`src/hdl/bond_orientational_order_2d_top_defines.svh`:
```
// Assertion macros for the bond orientational order block.
`ifndef BOND_ORIENTATIONAL_ORDER_2D_TOP_DEFINES_SVH
`define BOND_ORIENTATIONAL_ORDER_2D_TOP_DEFINES_SVH
`ifndef ASSERT_OFF
`define BOO_ASSERT(label, prop) \
  label: assert property (@(posedge clk) disable iff (!rst_n) prop) \
    else $error("boo: property failed");
`define BOO_NEVER(label, cond) \
  label: assert property (@(posedge clk) disable iff (!rst_n) !(cond)) \
    else $error("boo: forbidden condition seen");
`else
`define BOO_ASSERT(label, prop)
`define BOO_NEVER(label, cond)
`endif
`endif

```
`src/hdl/boo_pkg.sv`:
```
// Shared types, register codes and tables of the bond orientational order block.
`default_nettype none
package boo_pkg;

  typedef struct packed {
    logic [19:0] pos_x;
    logic [19:0] pos_y;
    logic        type_class;
    logic        excluded;
    logic        frame_end;
  } in_word_t;

  typedef struct packed {
    logic [5:0]         particle_index;
    logic [7:0]         neighbour_count;
    logic signed [15:0] re_first;
    logic signed [15:0] im_first;
    logic [15:0]        mag_first;
    logic signed [15:0] angle_first;
    logic signed [15:0] re_second;
    logic signed [15:0] im_second;
    logic [15:0]        mag_second;
    logic signed [15:0] angle_second;
    logic               last_result;
  } out_word_t;

  // Start request to an iterative unit; alt selects its second operation.
  typedef struct packed {
    logic go;
    logic alt;
  } op_req_t;

  localparam int CFG_IDX_W = 3;
  localparam int CFG_DATA_W = 40;
  localparam int VEC_IN_W = 24;
  localparam int CORDIC_STEPS = 16;
  localparam longint CORDIC_K = 652032874;

  localparam logic [CFG_IDX_W-1:0] REG_BOX_X        = 3'd0;
  localparam logic [CFG_IDX_W-1:0] REG_BOX_Y        = 3'd1;
  localparam logic [CFG_IDX_W-1:0] REG_PERIODIC     = 3'd2;
  localparam logic [CFG_IDX_W-1:0] REG_ORDER_FIRST  = 3'd3;
  localparam logic [CFG_IDX_W-1:0] REG_ORDER_SECOND = 3'd4;
  localparam logic [CFG_IDX_W-1:0] REG_CUT_ZZ       = 3'd5;
  localparam logic [CFG_IDX_W-1:0] REG_CUT_ZO       = 3'd6;
  localparam logic [CFG_IDX_W-1:0] REG_CUT_OO       = 3'd7;

  function automatic logic [15:0] atan_lut(input logic [3:0] idx);
    logic [15:0] v;
    case (idx)
      4'd0:    v = 16'd8192;
      4'd1:    v = 16'd4836;
      4'd2:    v = 16'd2555;
      4'd3:    v = 16'd1297;
      4'd4:    v = 16'd651;
      4'd5:    v = 16'd326;
      4'd6:    v = 16'd163;
      4'd7:    v = 16'd81;
      4'd8:    v = 16'd41;
      4'd9:    v = 16'd20;
      4'd10:   v = 16'd10;
      4'd11:   v = 16'd5;
      4'd12:   v = 16'd3;
      4'd13:   v = 16'd1;
      4'd14:   v = 16'd1;
      default: v = 16'd0;
    endcase
    return v;
  endfunction

endpackage
`default_nettype wire

```
`src/hdl/boo_divsqrt.sv`:
```
// Bit-serial unit: 24 bit by 8 bit restoring divide, or 32 bit integer square root.
`default_nettype none
module boo_divsqrt
  import boo_pkg::*;
(
  input  logic        clk,
  input  logic        rst_n,
  input  op_req_t     req,
  input  logic [31:0] operand,
  input  logic [7:0]  divisor,
  output logic        done,
  output logic [23:0] result
);
  logic [31:0] opnd_r;
  logic [19:0] rem_r, rem_sh, trial;
  logic [23:0] res_r;
  logic [7:0]  den_r;
  logic [4:0]  step_r;
  logic        active_r, done_r, sq_r, take;

  always_comb begin
    if (sq_r) begin
      rem_sh = {rem_r[17:0], opnd_r[31:30]};
      trial  = {2'b00, res_r[15:0], 2'b01};
    end else begin
      rem_sh = {11'b0, rem_r[7:0], opnd_r[23]};
      trial  = {12'b0, den_r};
    end
    take = rem_sh >= trial;
  end

  always_ff @(posedge clk) begin
    if (!rst_n) begin
      active_r <= 1'b0;
      done_r   <= 1'b0;
    end else begin
      done_r <= 1'b0;
      if (req.go) begin
        active_r <= 1'b1;
        sq_r     <= req.alt;
        opnd_r   <= operand;
        den_r    <= divisor;
        rem_r    <= '0;
        res_r    <= '0;
        step_r   <= '0;
      end else if (active_r) begin
        rem_r  <= take ? rem_sh - trial : rem_sh;
        res_r  <= {res_r[22:0], take};
        opnd_r <= sq_r ? {opnd_r[29:0], 2'b00} : {opnd_r[30:0], 1'b0};
        step_r <= step_r + 1'b1;
        if (step_r == (sq_r ? 5'd15 : 5'd23)) begin
          active_r <= 1'b0;
          done_r   <= 1'b1;
        end
      end
    end
  end

  assign done   = done_r;
  assign result = res_r;

endmodule
`default_nettype wire
```
`config.mk`:
```
export PLATFORM = sky130hd
export DESIGN_NAME = boo_divsqrt
export DESIGN_NICKNAME = d
export VERILOG_FILES = /design/src/hdl/bond_orientational_order_2d_top_defines.svh /design/src/hdl/boo_pkg.sv /design/src/hdl/boo_divsqrt.sv
export SDC_FILE = /design/constraint.sdc
export NUM_CORES = 1
export LEC_CHECK = 0
export BUFFER_PORTS_ARGS = -buffer_cell sky130_fd_sc_hd__buf_2
export CORE_MARGIN = 4
export CORE_UTILIZATION = 30
export DETAILED_ROUTE_END_ITERATION = 10
export PLACE_DENSITY = 0.59
export SYNTH_ARGS = -nofsm -noshare
export SYNTH_HDL_FRONTEND = slang
export SYNTH_SLANG_ARGS = --single-unit
```
`constraint.sdc`:
```
create_clock -name clk -period 4.49 [get_ports clk]
set_input_delay 0.898 -clock clk [delete_from_list [all_inputs] [get_ports clk]]
set_output_delay 0.898 -clock clk [all_outputs]
set_load 0.1 [all_outputs]
```
Word-level counts from Yosys, hierarchy flattened
Index checks and enable logic that the tools add are counted.
{ "classes": {"bitwise_logic": 2, "n_reduce_logical": 4, "mux": 14, "order_cmp": 1, "n_eq_ne": 1, "n_addsub": 2} }
{ "op_table": {"columns": ["cell", "n"], "rows": [
  ["two-way mux 32 bit", 3],
  ["two-way mux 18 bit", 3],
  ["two-way mux 24 bit", 1],
  ["greater-or-equal comparator 20 x 18 -> 1 bit", 1],
  ["two-way mux 20 bit", 1],
  ["subtractor 18 bit", 1],
  ["two-way mux 5 bit", 2],
  ["adder 5 x 1 -> 5 bit (second input constant)", 1],
  ["== test 5 bit", 1],
  ["two-way mux 1 bit", 4],
  ["AND reduction 2 bit", 2],
  ["OR reduction 3 bit", 1],
  ["NOT 1 bit", 2],
  ["nonzero test 2 bit", 1]
]} }
{ "word_totals": {"register_bits": 90, "in_bits": 44, "out_inout_bits": 25} }

Longest topological paths before layout
Gate-level depths: netlist (run 1).
{ "logic_depth": {"word_depth": 5, "ltp_mapped": 15} }

Worst setup path before layout (run 1)
No wires, ideal clock.
{ "synth_path": {"path_kind": "flip-flop to flip-flop", "from": "reg sq_r", "to": "reg rem_r[2] (data pin)", "t_arrival_ns": 3.228, "slack_ns": 0.996, "path_buffers": 4, "path_stages_with_launch": 16, "required_time_ns": 4.224, "path_cell_list": "edfxtp_1 > clkbuf_1 > clkbuf_1 > clkbuf_1 > or2_2 > ha_1 > inv_1 > fa_1 > and3_1 > o21ai_2 > a31oi_1 > o31ai_1 > nand3_2 > buf_6 > mux2i_1 > nor2_1"} }
{ "synth_via": {"elab_chain_cells": 4} }
{ "synth_rtl": {"columns": ["item", "line", "source"], "rows": [
  ["from (decl)", "boo_divsqrt.sv:19", "logic active_r, done_r, sq_r, take;"],
  ["from (signal assigned)", "boo_divsqrt.sv:40", "sq_r <= req.alt;"],
  ["two-way mux 20 bit or two-way mux 18 bit (tied branches)", "boo_divsqrt.sv:22", "if (sq_r) begin"],
  ["subtractor 18 bit or greater-or-equal comparator 20 x 18 -> 1 bit (tied branches)", "boo_divsqrt.sv:47, boo_divsqrt.sv:29", null],
  ["two-way mux 18 bit (*)", "boo_divsqrt.sv:47", "rem_r <= take ? rem_sh - trial : rem_sh;"],
  ["two-way mux 18 bit (*)", "boo_divsqrt.sv:46", "end else if (active_r) begin"],
  ["to (signal assigned)", "boo_divsqrt.sv:47", null],
  ["to (decl)", "boo_divsqrt.sv:15", "logic [19:0] rem_r, rem_sh, trial;"]
]} }
Every way passes the cells marked *; elsewhere a longest branch is shown, timed or not. The select of a mux whose other input is x is not followed.
A chain may end at the register's enable or synchronous reset.

Worst setup path in the final report (run 1)
{ "layout_path": {"from": "reg sq_r", "to": "reg rem_r[5] (data pin)"} }
Same word-level chain as after synthesis.

==> run_results.csv, run 1 <==
group,metric,value,unit
outcome,status,"completed",
floorplanning,die-width,138,µm
floorplanning,die_h,138,µm
cts,post-cts-setup-buffer-count,0,
final_layout,final_nets,578,
worst_setup_path,cp-start-kind,"flop",
worst_setup_path,cp_data_required_time,4560,ps
yosys,synth_area_leaders,"edfxtp_1 (52%), mux2i_1 (9.5%), ha_1 (4.7%)",
worst_setup_path,cp-end-kind,"flop",
final_layout,n_antenna_cell,0,
pwr,comb_power_share,25.9,%
global_routing,overflow,0,
worst_setup_path,reg2reg_to,"rem_r[5]",
yosys,syn-num-nets,519,
yosys,synth-seq-area-share,52.9,%
pwr,p_seq_share,44.4,%
placed_design,dp_hpwl,7480,µm
route,via_per_inst,4.76,
cts,ctsResizeCount,0,
sta,setup_tns,0,ps
cts,cts_tree,"yes",
worst_setup_path,r2r_start,"sq_r",
route,first_pass_iters,4,
final_layout,areaGrowthSynthToFinish,16.0,%
yosys,synth_cell_types,50,
pwr,p_per_area,399,nW/µm²
worst_setup_path,crit_start,"sq_r",
floorplanning,core_area,16600,µm²
worst_setup_path,r2r_cells,10,
floorplanning,ios,69,
min_path,hold_path.class,"flop to flop",
sta,hold_viol_final,0,
worst_setup_path,crit_arrival,3970,ps
yosys,ys_seq_elements,90,
global_routing,grt_antenna_before_repair,0,
pwr,leakagePower,0.00235,µW
yosys,async_flop_share,0,%
cts,clk_latency,350,ps
final_layout,final_area,5880,µm²
sta,finClkSkew,9.20,ps
yosys,ys_warn_count,0,
sta,fin_crit,3900,ps
route,drtIter0Drc,222,
sta,worst_pin_slew,1120,ps
pwr,vdd_drop_max,0.183,mV
global_routing,grt_max_degree,81,
final_layout,fillers,1651,
cts,cts.clk_slew.worst_paths,60,ps
yosys,synth_edf_count,88,
floorplanning,start_util,30.6,%
yosys,netlist.area_leader.share,52.1,%
worst_setup_path,critPathMaxFanout,29,
sta,rsz0062_at_grt,"no",
sta,final_max_slew_viol_count,0,
sta,fmax,257,MHz
cts,hold_buffers,0,
pwr,netSwitchingPower,736,µW
floorplanning,rows,47,
placed_design,place_congestion,0.862,
global_routing,grt_pass1_vias,3628,
min_path,min_to,"done",
yosys,synth.most_common_cell,"edfxtp_1",
final_layout,multi_input_area,2260,µm²
worst_setup_path,rrSetupSlack,590,ps
flow_run,maxCapViolCount,0,
sta,fin_crit_sh,86.8,%
yosys,synth_top_flop_cell,"edfxtp_1",
route,vias,3514,
cts,cts_sinks,90,
global_routing,grt_pass1_wl,17800,µm
yosys,postSynthAreaPerCell,11.1,µm²
placed_design,placed_area,5610,µm²
cts,clockBufferDepth,2,
pwr,clockPowerShare,29.7,%
cts,htreeDepth,3,
min_path,min_path_cells,2,
yosys,synth_common_cells,"edfxtp_1 (88), nand2_1 (61), mux2i_1 (48)",
floorplanning,dieArea,19000,µm²
pwr,p_int,1610,µW
cts,root_buffer,"clkbuf_16",
route,drc,0,
sta,maxSlewHeadroom,25.1,%
sta,setup_violations,0,
placed_design,io_buffers,68,
yosys,yosysTopAreaCell,"edfxtp_1",
yosys,syn_area,5070,µm²
cts,cts_buffers,9,
route,ant_nets,0,
final_layout,drive_gt1_share,19.7,%
pwr,swShare,31.4,%
yosys,syn_inst,455,
min_path,hp-start,"active_r",
route,wl_per_cell,14.5,µm
global_routing,grt_usage,11.9,%
final_layout,regArea,2680,µm²
worst_setup_path,critPathKind,"flop to flop",
route,finalWirelength,10700,µm
[critical path, stage by stage, from the launching register on]
cell and delay [ps]:
edfxtp_1 660, buf_4 380, mux2_2 390, ha_1 390
a21o_1 230, a21oi_1 190, a31oi_1 160, o31ai_1 350
nand3_2 480, mux2i_1 320, nor2_1 60
[power groups by stage]
stage          Sequential (µW)  Clock (µW)  Combinational [µW]
2_1_floorplan             1140           0                 405
3_3_place_gp              1060           0                 599
5_1_grt                   1050         754                 679
6_report                  1040         697                 607
4_1_cts                   1040         721                 613
3_5_place_dp              1060           0                 609
[worst max-delay path by stage]
stage	slack, ps	endpoint
2_1_floorplan	1000	rem_r[2]
3_5_place_dp	570	rem_r[5]
4_1_cts	550	rem_r[5]
3_3_place_gp	690	rem_r[2]
6_report	590	rem_r[5]
5_1_grt	310	rem_r[4]
[routing by layer]
metal | vias up | wire length (µm) | track usage (%)
li1 | 1776 | - | -
met1 | 1669 | 4950 | 15.0
met5 | - | 0 | 0
met3 | 13 | 349 | 2.54
met4 | 0 | 176 | 5.49
met2 | 56 | 5220 | 19.7
[cell families after synthesis]
group / synth area share [%]
buf+inv: 2.54
xor+xnor: 2.42
flops: 52.9
mux: 11.3
compound gates: 10.8
fa+ha+maj: 5.09
simple gates: 14.9
[per-stage QoR]
stage	hold slack, ps	utilization [%]	total power (µW)	cells	setup slack [ps]
finish	455	35.5	2350	739	592
floorplan	421	-	1550	455	996
detailed placement	446	33.8	1670	723	567
global route	494	35.5	2480	739	307
global placement	447	33.8	1660	723	692
CTS	455	35.5	2380	739	548
[state kept, by name (all words and copies together), names as in the netlist]
register and cells:
step_r 5, done 1, opnd_r 32, result 24
rem_r 18, den_r 8, active_r 1, sq_r 1
[placed cells by master, fill, tap and decap left out, types with 5 or more instances in the layout]
| cell type | count |
|---|---|
| and2_1 | 14 |
| nor2_1 | 28 |
| edfxtp_1 | 88 |
| a21oi_1 | 24 |
| xor2_1 | 5 |
| clkbuf_16 | 9 |
| buf_2 | 67 |
| mux2_2 | 8 |
| inv_1 | 6 |
| nand3_1 | 6 |
| xnor2_1 | 9 |
| mux2i_1 | 48 |
| nand2_1 | 61 |
| ha_1 | 19 |
| nor2b_1 | 25 |
| o21ai_0 | 40 |
[layout make-up]
cell class                      instances  share of cell area (%)
Multi-Input combinational cell        336                    38.5
Sequential cell                        90                    45.6
Inverter                                6                   0.383
Clock buffer                            9                    3.83
Timing Repair Buffer                   71                    6.21
Tap cell                              220                    4.68
Clock inverter                          7                   0.745
Note: power is estimated with default switching activity, not from simulation.
==> inputs of run 2 (changes only) <==
--- a/config.mk
+++ b/config.mk
@@ -7,9 +7,9 @@
 export LEC_CHECK = 0
 export BUFFER_PORTS_ARGS = -buffer_cell sky130_fd_sc_hd__buf_2
 export CORE_MARGIN = 4
-export CORE_UTILIZATION = 30
+export CORE_UTILIZATION = 40
 export DETAILED_ROUTE_END_ITERATION = 10
-export PLACE_DENSITY = 0.59
+export PLACE_DENSITY = 0.71
 export SYNTH_ARGS = -nofsm -noshare
 export SYNTH_HDL_FRONTEND = slang
 export SYNTH_SLANG_ARGS = --single-unit
==> run_results.csv, run 2 (synthesized netlist as in run 1, its figures left out) <==
group,metric,value,unit
worst_setup_path,crit_family,"compound AO/OA/AOI/OAI gates",
worst_setup_path,cp_num_buf_inv,1,
pwr,clockPowerShare,29.3,%
cts,root_buffer,"clkbuf_16",
sta,maxSlewHeadroom,25.3,%
global_routing,grt_pass1_vias,3589,
global_routing,grt_usage,14.5,%
flow_run,maxCapViolCount,0,
cts,post-cts-setup-buffer-count,0,
sta,fin_crit_sh,86.0,%
pwr,p_int,1610,µW
worst_setup_path,crit_path_max_incr_delay,700,ps
final_layout,fin_cells,688,
floorplanning,rows,40,
global_routing,overflow,0,
sta,hold_viol_final,0,
route,via_per_inst,5.12,
final_layout,fillers,1142,
route,finalWirelength,10200,µm
worst_setup_path,cp_data_required_time,4540,ps
sta,setup_violations,0,
worst_setup_path,crit_arrival,3910,ps
floorplanning,start_util,41.5,%
route,ant_nets,0,
placed_design,io_buffers,68,
sta,fmax,259,MHz
pwr,swShare,31.1,%
floorplanning,dieArea,14500,µm²
min_path,hold_path.class,"flop to flop",
placed_design,dp_hpwl,6960,µm
worst_setup_path,cp-start-kind,"flop",
cts,clk_latency,350,ps
final_layout,areaGrowthSynthToFinish,14.7,%
pwr,comb_power_share,26.0,%
floorplanning,die_h,121,µm
outcome,status,"completed",
final_layout,final_cell_mix,"edfxtp_1 (88), buf_2 (68), nand2_1 (61), mux2i_1 (48), o21ai_0 (40)",
pwr,leakagePower,0.00235,µW
global_routing,grt_max_degree,113,
final_layout,drive_gt1_share,19.7,%
route,drtIter0Drc,254,
final_layout,largest-register,"opnd_r",
floorplanning,die-width,121,µm
cts,hold_buffers,0,
pwr,p_seq_share,44.7,%
placed_design,place_inst,672,
worst_setup_path,critPathMaxFanout,19,
sta,fin_crit,3860,ps
sta,rsz0062_at_grt,"no",
cts,htreeDepth,3,
worst_setup_path,cp-end-kind,"flop",
route,first_pass_iters,4,
sta,worst_pin_slew,1120,ps
cts,cts_tree,"yes",
global_routing,grt_pass1_wl,17100,µm
worst_setup_path,critPathKind,"flop to flop",
sta,setup_tns,0,ps
placed_design,place_congestion,0.937,
pwr,netSwitchingPower,726,µW
route,vias,3520,
route,wl_per_cell,14.9,µm
floorplanning,ios,69,
cts,cts_buffers,9,
cts,cts.clk_slew.worst_paths,60,ps
cts,ctsResizeCount,0,
worst_setup_path,path_cells,"buf_4 > mux2_2 > ha_1 > a21o_1 > a21oi_1 > a31oi_1 > o31ai_1 > nand3_2 > mux2i_1 > nor2_1",
pwr,vdd_drop_max,0.200,mV
route,drc,0,
final_layout,final_nets,579,
cts,cts_sinks,90,
floorplanning,core_area,12200,µm²
sta,finClkSkew,8.66,ps
cts,clockBufferDepth,2,
final_layout,mostFrequentLayoutCell,"edfxtp_1",
final_layout,largest_reg_flops,32,
pwr,p_per_area,402,nW/µm²
sta,final_max_slew_viol_count,0,
worst_setup_path,slowest_stage,"edfxtp_1",
global_routing,grt_antenna_before_repair,1,
==> run 2: layout make-up <==
class                           instances  area [µm²]  area share, %
Multi-Input combinational cell        336        2260           38.9
Sequential cell                        90        2680           46.1
Antenna cell                            1        2.50         0.0430
Inverter                                6        22.5          0.387
Clock inverter                          4        30.0          0.516
Timing Repair Buffer                   72         370           6.37
Tap cell                              168         210           3.61
Clock buffer                           11         233           4.00
==> run 2: worst paths after layout <==
check	end	start	cells past startpoint	slack [ps]
setup reg to reg	rem_r[4]	sq_r	10	630
setup / recovery	rem_r[4]	sq_r	10	630
hold reg to reg	done	active_r	2	460
hold / removal	done	active_r	2	460
==> run 2: worst reg2reg max path: cells and delay by family (launching register included) <==
kind                     cells  cell delay, ps
buffers and inverters        1             320
multiplexers                 2             680
AO/OA/AOI/OAI                4             950
adder cells (fa/ha/maj)      1             370
flip-flops                   1             700
AND/OR/NAND/NOR              2             550
==> run 2: power groups by stage <==
stage	clock network [µW]	logic [µW]	registers, µW
2_1_floorplan	0	405	1140
3_3_place_gp	0	593	1060
3_5_place_dp	0	606	1060
4_1_cts	701	609	1040
5_1_grt	739	673	1050
6_report	685	608	1040
==> run 2: stage by stage <==
step,area [µm²],hold WS [ps],power (µW),util (%),setup WS [ps]
after floorplan,5070,421,1550,-,996
after global placement,5550,445,1650,45.5,764
after detailed placement,5550,448,1670,45.5,678
after CTS,5810,457,2350,47.6,644
after global routing,5820,469,2460,47.6,269
final,5820,456,2340,47.6,631
==> run 2: per-layer routing <==
layer  wire length [µm]  global-route usage, %
met1               4880                   19.3
met2               4960                   23.4
met5                  0                      0
met4                167                   5.24
met3                240                   3.27
==> inputs of run 3 (changes only) <==
--- a/config.mk
+++ b/config.mk
@@ -6,9 +6,11 @@
 export NUM_CORES = 1
 export LEC_CHECK = 0
 export BUFFER_PORTS_ARGS = -buffer_cell sky130_fd_sc_hd__buf_2
+export CORE_ASPECT_RATIO = 0.7
 export CORE_MARGIN = 4
 export CORE_UTILIZATION = 40
 export DETAILED_ROUTE_END_ITERATION = 10
+export MAX_ROUTING_LAYER = met4
 export PLACE_DENSITY = 0.71
 export SYNTH_ARGS = -nofsm -noshare
 export SYNTH_HDL_FRONTEND = slang
==> run_results.csv, run 3 (synthesized netlist as in run 1, its figures left out) <==
group,metric,value,unit
final_layout,final_nets,578,
global_routing,grt_pass1_wl,17100,µm
pwr,p_per_area,412,nW/µm²
cts,root_buffer,"clkbuf_16",
worst_setup_path,critPathMaxFanout,28,
floorplanning,rows,34,
final_layout,final_cell_mix,"edfxtp_1 (88), buf_2 (67), nand2_1 (61), mux2i_1 (48), o21ai_0 (40)",
worst_setup_path,cp_num_buf_inv,1,
global_routing,grt_pass1_vias,3449,
cts,clk_latency,350,ps
outcome,status,"completed",
sta,final_max_slew_viol_count,0,
final_layout,largest-register,"opnd_r",
cts,cts_buffers,9,
sta,finalHoldWorstSlack,475,ps
global_routing,grt_antenna_before_repair,0,
worst_setup_path,slowest_stage,"edfxtp_1",
min_path,min_path_cells,2,
sta,finClkSkew,13.1,ps
cts,hold_buffers,0,
final_layout,drive_gt1_share,20.0,%
sta,setup_violations,0,
route,vias,3529,
floorplanning,dieArea,14600,µm²
sta,hold_viol_final,0,
placed_design,dp_hpwl,7110,µm
route,finalWirelength,10500,µm
sta,fin_crit,4000,ps
final_layout,mostFrequentLayoutCell,"edfxtp_1",
worst_setup_path,reg2reg_to,"rem_r[12]",
cts,cts.clk_slew.worst_paths,70,ps
final_layout,largest_reg_flops,32,
cts,ctsResizeCount,0,
worst_setup_path,rrSetupSlack,490,ps
floorplanning,die_h,102,µm
sta,rsz0062_at_grt,"no",
global_routing,grt_usage,15.2,%
worst_setup_path,crit_arrival,4060,ps
worst_setup_path,crit_family,"compound AO/OA/AOI/OAI gates",
min_path,hold_path.class,"flop to flop",
route,wl_per_cell,15.3,µm
placed_design,post-place-ws,496,ps
global_routing,grt_use_met1,21.4,%
cts,cts_sinks,90,
worst_setup_path,cp-start-kind,"flop",
cts,post-cts-setup-buffer-count,0,
worst_setup_path,cp-end-kind,"flop",
worst_setup_path,critPathKind,"flop to flop",
floorplanning,start_util,40.8,%
worst_setup_path,r2r_cells,10,
global_routing,overflow,0,
sta,setup_slack,494,ps
route,drc,0,
final_layout,areaGrowthSynthToFinish,15.0,%
min_path,min_to,"done",
global_routing,grt_max_degree,81,
placed_design,place_congestion,0.942,
flow_run,maxCapViolCount,0,
worst_setup_path,crit_path_max_incr_delay,680,ps
sta,setup_tns,0,ps
cts,clockBufferDepth,2,
cts,htreeDepth,3,
worst_setup_path,path_cells,"buf_4 > mux2_2 > ha_1 > a21o_1 > a21oi_1 > a31oi_1 > o31ai_1 > nand3_2 > mux2i_1 > nor2_1",
sta,fin_crit_sh,89.0,%
route,ant_nets,0,
route,drtIter0Drc,194,
sta,maxSlewHeadroom,24.9,%
global_routing,grt.busiest_layer,"met2",
sta,worst_pin_slew,1130,ps
worst_setup_path,r2r_start,"sq_r",
floorplanning,core_area,12400,µm²
cts,cts_tree,"yes",
pwr,vdd_drop_max,0.191,mV
placed_design,io_buffers,68,
global_routing,gr-usage-met3,4.44,%
worst_setup_path,cp_data_required_time,4560,ps
final_layout,n_antenna_cell,0,
sta,fmax,250,MHz
global_routing,grtUsageMet2,21.9,%
pwr,leakagePower,0.00236,µW
min_path,hp-start,"active_r",
route,via_per_inst,5.18,
floorplanning,ios,69,
floorplanning,die-width,143,µm
route,first_pass_iters,4,
run 3: layout make-up:
type | instances | area [µm²]
fill | 1158 | 6590
sequential | 90 | 2680
multi-input combinational | 336 | 2260
timing repair buffer | 71 | 365
clock buffer | 9 | 225
tap | 162 | 203
clock inverter | 7 | 65.1
inverter | 6 | 22.5
run 3: worst reg2reg max path, cell delays in order, from the launching register on:
cell	delay, ps
edfxtp_1	680
buf_4	390
mux2_2	400
ha_1	390
a21o_1	240
a21oi_1	190
a31oi_1	200
o31ai_1	380
nand3_2	490
mux2i_1	310
nor2_1	60
run 3: how the worst max path moves through the flow:
stage	startpoint	endpoint	slack, ps	cells after the start
2_1_floorplan	sq_r	rem_r[2]	1000	15
3_3_place_gp	sq_r	rem_r[13]	680	10
3_5_place_dp	sq_r	rem_r[9]	500	10
4_1_cts	sq_r	rem_r[12]	470	10
5_1_grt	sq_r	rem_r[12]	250	10
6_report	sq_r	rem_r[12]	490	10
run 3: routing by layer:
metal  part of all wire [%]  up-vias
li1                       -     1772
met1                     52     1675
met2                     43       73
met3                    4.6        9
met4                   0.88        0
met5                      0        -
run 3: where the power goes:
group          internal [µW]  total, µW  switching (µW)
combinational            226        612             385
clock                    390        746             356
sequential              1010       1040            34.5
total                   1630       2400             776
run 3: stage by stage:
step                      instances  util [%]  power, µW  area (µm²)
after floorplan                 455         -       1550        5070
after global placement          665      44.6       1650        5540
after detailed placement        665      44.6       1670        5540
after CTS                       681      46.9       2420        5830
after global routing            681      46.9       2540        5830
final                           681      46.9       2400        5830
